## src/sv/gbfs_pkg.sv

```systemverilog
package gbfs_pkg;

	localparam logic [1:0] ACT_WRITE  = 2'd0;
	localparam logic [1:0] ACT_READ   = 2'd1;
	localparam logic [1:0] ACT_SEARCH = 2'd2;

	localparam logic [1:0] TILE_EMPTY    = 2'd0;
	localparam logic [1:0] TILE_WALL     = 2'd1;
	localparam logic [1:0] TILE_EXPLORED = 2'd2;
	localparam logic [1:0] TILE_PATH     = 2'd3;

	// neighbor order: up, down, left, right
	localparam logic [1:0] DIR_UP    = 2'd0;
	localparam logic [1:0] DIR_DOWN  = 2'd1;
	localparam logic [1:0] DIR_LEFT  = 2'd2;
	localparam logic [1:0] DIR_RIGHT = 2'd3;

	localparam int EPOCH_W = 4;
	localparam int COUNT_W = 12;

	typedef enum logic [11:0] {
		ST_CLR   = 12'b0000_0000_0001,
		ST_IDLE  = 12'b0000_0000_0010,
		ST_RD    = 12'b0000_0000_0100,
		ST_VCLR  = 12'b0000_0000_1000,
		ST_SINIT = 12'b0000_0001_0000,
		ST_DEQ   = 12'b0000_0010_0000,
		ST_DEQW  = 12'b0000_0100_0000,
		ST_NB    = 12'b0000_1000_0000,
		ST_NBCHK = 12'b0001_0000_0000,
		ST_TR    = 12'b0010_0000_0000,
		ST_TRW   = 12'b0100_0000_0000,
		ST_SPARE = 12'b1000_0000_0000
	} state_t;

endpackage

```

## src/sv/gbfs_nbr.sv

```systemverilog
module gbfs_nbr #(
	parameter int CW = 6
) (
	input  logic [CW-1:0] cx,
	input  logic [CW-1:0] cy,
	input  logic [1:0]    dir,
	input  logic [CW:0]   size,
	output logic [CW-1:0] nx,
	output logic [CW-1:0] ny,
	output logic          ok
);
	import gbfs_pkg::*;

	logic [CW:0] xp1;
	logic [CW:0] yp1;

	assign xp1 = {1'b0, cx} + 1'b1;
	assign yp1 = {1'b0, cy} + 1'b1;

	always_comb begin
		nx = cx;
		ny = cy;
		ok = 1'b0;
		case (dir)
			DIR_UP: begin
				ny = cy - 1'b1;
				ok = (cy != '0);
			end
			DIR_DOWN: begin
				ny = yp1[CW-1:0];
				ok = (yp1 < size);
			end
			DIR_LEFT: begin
				nx = cx - 1'b1;
				ok = (cx != '0);
			end
			DIR_RIGHT: begin
				nx = xp1[CW-1:0];
				ok = (xp1 < size);
			end
			default: ok = 1'b0;
		endcase
	end

endmodule

```

## config.mk

```make
export PLATFORM = sky130hd
export DESIGN_NAME = gbfs_nbr
export DESIGN_NICKNAME = d
export VERILOG_FILES = /design/src/sv/gbfs_pkg.sv /design/src/sv/gbfs_nbr.sv
export SDC_FILE = /design/constraint.sdc
export NUM_CORES = 1
export LEC_CHECK = 0
export ABC_AREA = 1
export ABC_CLOCK_PERIOD_IN_PS = 2890
export BUFFER_PORTS_ARGS = -buffer_cell sky130_fd_sc_hd__clkbuf_2
export CORE_MARGIN = 10
export CORE_UTILIZATION = 48
export DETAILED_ROUTE_END_ITERATION = 7
export PLACE_DENSITY_LB_ADDON = 0.3
export SYNTH_ARGS = -nofsm -noshare
export SYNTH_HDL_FRONTEND = slang
export SYNTH_SLANG_ARGS = --single-unit
```

## constraint.sdc

```tcl
create_clock -name vclk -period 2.89
set_clock_uncertainty 0.1 [all_clocks]
set_input_delay 0.1445 -clock vclk [all_inputs]
set_output_delay 0.1445 -clock vclk [all_outputs]
set_load 0.01 [all_outputs]
```

==> results.ini, run 1 <==
[route]
firstDrtPassIters=4
vias=1144
ant_nets=0
wirelength_um=2540
drtIter0Drc=24
drc=0
wire_per_inst_um=11.3
via_per_inst=5.06

[synthesis]
ys_seq_area_frac=0
synth_nets=206
synth_cell_type_count=23
ys_warn_count=0
syn_inst=169
netlist_area_um2=951
syn_area_per_cell_um2=5.63

[grt]
antenna_found_initial=0
gr-total-overflow=0
grt_use_total=0.115
grt_pass1_wl_um=4260
grt_pass1_vias=1027
grt_start_max_net_pins=13

[floorplan]
initial_utilization=0.495
die_height_um=64.5
rows=16
coreArea_um2=1920
die_area_um2=4160
io_pins=34
die_w_um=64.5

[critical_path]
startpoint_type=input port
worst_ep_arrival_time_ns=1.70
cp_cell_sequence=clkbuf_2 -> nand3_2 -> nor2_1 -> nand3_1 -> and2_1 -> ha_1 -> nand2_1 -> a21oi_1 -> nor2_1 -> nand2_1 -> nand4_1 -> clkbuf_2
slowest_delay_ns=0.27
path_max_fanout=7
critPathKind=input port to primary output
worstPathRequired_ns=2.65
endpoint_kind=primary output
crit_slowest_cell=ha_1

[run]
drv_cap=0

[timing]
fin_tns_setup_ns=0
finalHoldViolCount=0
fin_ws_ns=0.947
period_needed_ns=1.94
hold_slack_ns=0.517
timing.final.crit_share=0.672
maxSlewViolCount=0
fmax_mhz=515
setup_viol=0
slew-limit-headroom=0.805
worstMarginPinSlew_ns=0.293
rsz0062_at_grt=no

[placed_design]
routabilityCongestion=0.806
post_dp_cell_area_um2=1130
place.port_buffers=34
dp_hpwl_um=2280
dp_slack_ns=0.972

[layout]
nets=238
antenna_cells=0
n_clock_buffer=0
seq_cells=0
fin_util=0.586
area_growth_pct=18.4
regArea_um2=0
layout-drive-gt1-share=0.221
final_cell_mix=44 x nand2_1, 34 x clkbuf_2, 29 x inv_1
finish.instance_area_um2=1130
final_common_cell=nand2_1

[pwr]
p_comb_frac=1.000
swShare=0.610
p_per_area_nw_per_um2=149
switchingPower_w=0.000103
peakVddDrop_mv=0.0793
seq_power_share=0
internal_power_w=0.0000656
p_leak_nw=0.670
clkPwrFrac=0

[min_path]
hold_path_depth=5
hold_path.class=input port to primary output

[clock_tree]
hold_buffers=0
ctsResizeCount=0
post_cts_buffers=0

[outcome]
status=finished clean

synth_stat cells:
cell type / count / area (um2)
a21oi_1: 8 / 40.0
a31oi_1: 1 / 6.26
and2_1: 1 / 6.26
buf_2: 2 / 10.0
buf_4: 1 / 7.51
buf_6: 1 / 11.3
ha_1: 16 / 200
inv_1: 29 / 109
inv_2: 3 / 11.3
nand2_1: 44 / 165
nand2_2: 1 / 6.26
nand3_1: 16 / 80.1
nand3_2: 2 / 20.0
nand3_4: 1 / 17.5
nand4_1: 6 / 37.5
nor2_1: 19 / 71.3
nor2_4: 2 / 22.5
o21ai_0: 1 / 5.00
o21ai_1: 2 / 10.0
o21ai_2: 1 / 8.76
o221ai_1: 2 / 17.5
xnor2_1: 2 / 17.5
xor2_1: 8 / 70.1
critical path, delay by kind of cell:
kind / cells / cell delay, ns
and+or+nand+nor: 8 / 0.81
buffers and inverters: 2 / 0.34
adders and majority gates: 1 / 0.27
AOI/OAI and AO/OA: 1 / 0.13
metrics by stage:
stage / std cells / power [W]
after floorplan: 169 / 0.000111
after global placement: 226 / 0.000164
after detailed placement: 226 / 0.000169
after CTS: 226 / 0.000170
after global routing: 226 / 0.000193
final: 226 / 0.000168
cells by family (layout without fill, tap and decap cells):
kind of cell / Yosys count / after routing / share of synthesized area
adder cells (fa/ha/maj): 16 / 16 / 0.211
XOR/XNOR: 10 / 10 / 0.0921
AND/OR/NAND/NOR: 92 / 92 / 0.449
buffers and inverters: 36 / 66 / 0.157
AO/OA/AOI/OAI: 15 / 15 / 0.0921
layer usage:
metal,track usage,wire length [um],vias up
li1,-,-,598
met1,0.137,1150,515
met2,0.212,1240,29
met3,0.0241,132,2
met4,0.0134,14,0
met5,0,0,-
power by group through the flow:
stage	Sequential [W]	Combinational [W]	Clock, W
after floorplan	0	0.000111	0
after global placement	0	0.000164	0
after detailed placement	0	0.000169	0
after CTS	0	0.000170	0
after global routing	0	0.000193	0
final	0	0.000168	0
final cells by class:
type	instances	area, um2
fill	215	796
inverter	32	120
multi-input combinational	133	802
tap	27	33.8
timing repair buffer	34	170
final timing paths:
path | startpoint | slack (ns) | end
setup / recovery | cx[2] | 0.95 | ok
hold / removal | cy[5] | 0.52 | ny[5]
(Power assumes the default switching activity.)
==> run 2, diff against run 1 <==
--- a/config.mk
+++ b/config.mk
@@ -5,8 +5,8 @@
 export SDC_FILE = /design/constraint.sdc
 export NUM_CORES = 1
 export LEC_CHECK = 0
-export ABC_AREA = 1
-export ABC_CLOCK_PERIOD_IN_PS = 2890
+export ABC_AREA = 0
+export ABC_CLOCK_PERIOD_IN_PS = 1830
 export BUFFER_PORTS_ARGS = -buffer_cell sky130_fd_sc_hd__clkbuf_2
 export CORE_MARGIN = 10
 export CORE_UTILIZATION = 48
==> constraint.sdc (replaced) <==
create_clock -name vclk -period 1.83
set_clock_uncertainty 0.1 [all_clocks]
set_input_delay 0.0915 -clock vclk [all_inputs]
set_output_delay 0.0915 -clock vclk [all_outputs]
set_load 0.01 [all_outputs]
==> results.ini, run 2 <==
[outcome]
violations=setup timing
status=finished with violations  ; was finished clean

[synthesis]
syn_inst=112  ; was 169
synthTopCellsByCount=16 x ha_1, 11 x inv_1, 11 x xnor2_1  ; was 44 x nand2_1, 29 x inv_1, 19 x nor2_1
syn_area_per_cell_um2=7.17  ; was 5.63 um2
synth_nets=149  ; was 206
synth_top_area_frac=0.249  ; was 0.211
netlist_area_um2=803  ; was 951 um2
ys_seq_area_frac=0  ; unchanged
yosysMostFrequentCell=ha_1  ; was nand2_1
synth_cell_type_count=31  ; was 23
ys_warn_count=0  ; unchanged
synth_top_area_cell=ha_1  ; unchanged
synth.area.top_cells=ha_1 25%, xnor2_1 12%, xor2_1 9.8%, inv_1 5.1%, and3_1 3.9%  ; was ha_1 21%, nand2_1 17%, inv_1 11%, nand3_1 8.4%, nor2_1 7.5%

[timing]
rsz0062_at_grt=yes  ; was no
fmax_mhz=519
slew-limit-headroom=0.750  ; was 0.805
setup_viol=1  ; was 0
period_needed_ns=1.93
worstMarginPinSlew_ns=0.372  ; was 0.293 ns
timing.final.crit_share=1.05
maxSlewViolCount=0  ; unchanged
finalHoldViolCount=0  ; unchanged
fin_ws_ns=-0.0971  ; was 0.947 ns

[pwr]
swShare=0.497  ; was 0.610
seq_power_share=0  ; about the same
peakVddDrop_mv=0.186  ; was 0.0793 mV
switchingPower_w=0.000153  ; was 0.000103 W
p_leak_nw=0.653  ; was 0.670 nW
clkPwrFrac=0  ; about the same
p_comb_frac=1.000  ; about the same
p_per_area_nw_per_um2=238  ; was 149 nW/um2
internal_power_w=0.000155  ; was 0.0000656 W

[layout]
seq_cells=0  ; unchanged
fill_cells=98  ; was 215
multi_input_area_um2=860  ; was 802 um2
layout-drive-gt1-share=0.478  ; was 0.221
regArea_um2=0  ; unchanged
instances_no_fill=177  ; was 226
area_growth_pct=60.7  ; was 18.4%
nets=200  ; was 238
antenna_cells=0  ; unchanged
n_clock_buffer=0  ; unchanged
final_common_cell=clkbuf_2  ; was nand2_1
final_cell_mix=28 x clkbuf_2, 17 x buf_4, 12 x ha_1  ; was 44 x nand2_1, 34 x clkbuf_2, 29 x inv_1

[min_path]
hold_start=cx[2]  ; was cy[5]
hold_path.class=input port to primary output  ; unchanged

[placed_design]
routabilityCongestion=0.767  ; was 0.806
dp_hpwl_um=2010  ; was 2280 um
place.detailed.instances=174  ; was 226
dp_slack_ns=-0.227  ; was 0.972 ns
place.port_buffers=34  ; unchanged

[route]
via_per_inst=5.53  ; was 5.06
firstDrtPassIters=4  ; unchanged
vias=979  ; was 1144
drtIter0Drc=25  ; was 24
wirelength_um=2840  ; was 2540 um
drc=0  ; unchanged
wire_per_inst_um=16.0  ; was 11.3 um
ant_nets=0  ; unchanged

[floorplan]
initial_utilization=0.521  ; was 0.495
die_area_um2=3710  ; was 4160 um2
die_height_um=60.9  ; was 64.5 um
rows=14  ; was 16
die_w_um=60.9  ; was 64.5 um
io_pins=34  ; unchanged
coreArea_um2=1540  ; was 1920 um2

[critical_path]
slowest_delay_ns=0.32  ; was 0.27 ns
endpoint_kind=primary output  ; unchanged
startpoint_type=input port  ; unchanged
critPathTopFamily=buffers and inverters  ; was simple AND/OR/NAND/NOR gates
worstPathRequired_ns=1.64  ; was 2.65 ns
crit_slowest_cell=ha_1  ; unchanged
crit_buf_inv=3  ; was 2
path_max_fanout=5  ; was 7
critPathLaunch=cy[3]  ; was cx[2]
worst_ep_arrival_time_ns=1.74  ; was 1.70 ns
critPathKind=input port to primary output  ; unchanged
cp_cell_sequence=clkbuf_2 -> and2_4 -> nor2b_2 -> xor2_1 -> ha_1 -> buf_4 -> a21oi_2 -> o221ai_1 -> a21oi_1 -> buf_2  ; was clkbuf_2 -> nand3_2 -> nor2_1 -> nand3_1 -> and2_1 -> ha_1 -> nand2_1 -> a21oi_1 -> nor2_1 -> nand2_1 -> nand4_1 -> clkbuf_2

[run]
drv_cap=0  ; unchanged

[grt]
gr-usage-met2=0.239  ; was 0.212
grt_use_total=0.127  ; was 0.115
grt_start_max_net_pins=11  ; was 13
grt.busiest_layer=met2  ; unchanged
antenna_found_initial=0  ; unchanged
grt_pass1_wl_um=3980  ; was 4260 um
grt_pass1_vias=933  ; was 1027
grtUsageMet3=0.0125  ; was 0.0241
gr-total-overflow=0  ; unchanged
grt_use_met1=0.151  ; was 0.137

[clock_tree]
hold_buffers=0  ; unchanged

## run 2: power by group through the flow
stage	Combinational, W	Sequential, W	Clock, W
global route	0.000337	0	0
finish	0.000308	0	0
CTS	0.000276	0	0
detailed placement	0.000253	0	0
floorplan	0.000138	0	0
global placement	0.000247	0	0
## run 2: per-layer routing
| metal | up-vias | share of wire |
|---|---|---|
| met2 | 32 | 0.55 |
| met5 | - | 0 |
| li1 | 492 | - |
| met3 | 4 | 0.045 |
| met4 | 0 | 0.015 |
| met1 | 451 | 0.39 |
## run 2: area by class of cell
| type | instances | area share |
|---|---|---|
| timing repair buffer | 54 | 0.287 |
| inverter | 11 | 0.0320 |
| multi-input combinational | 96 | 0.666 |
| tap | 16 | 0.0155 |
## run 2: repair_timing
item	4_1_cts	5_1_grt
setup buffers	2	1
setup endpoints to repair	1	1
pin swaps	8	15
gates resized for setup	15	23
## run 2: path summary, 6_finish.rpt
check | end | depth (start not counted)
hold / removal | nx[2] | 3
setup / recovery | ok | 10
## run 2: cell families after synthesis
kind of cell    share of synthesized area
compound gates                      0.157
xor+xnor                            0.218
fa+ha+maj                           0.249
buf+inv                            0.0763
mux                                0.0265
simple gates                        0.273
## run 2: stage by stage
step           utilization  power, W  area (um2)  hold slack [ns]  TNS (ns)
2_1_floorplan            -  0.000138         803            0.159         0
6_report             0.838  0.000308        1290            0.418   -0.0971
5_1_grt              0.838  0.000337        1290            0.436    -0.168
3_3_place_gp         0.714  0.000247        1100            0.408    -0.162
4_1_cts              0.779  0.000276        1200            0.421    -0.114
3_5_place_dp         0.714  0.000253        1100            0.413    -0.227
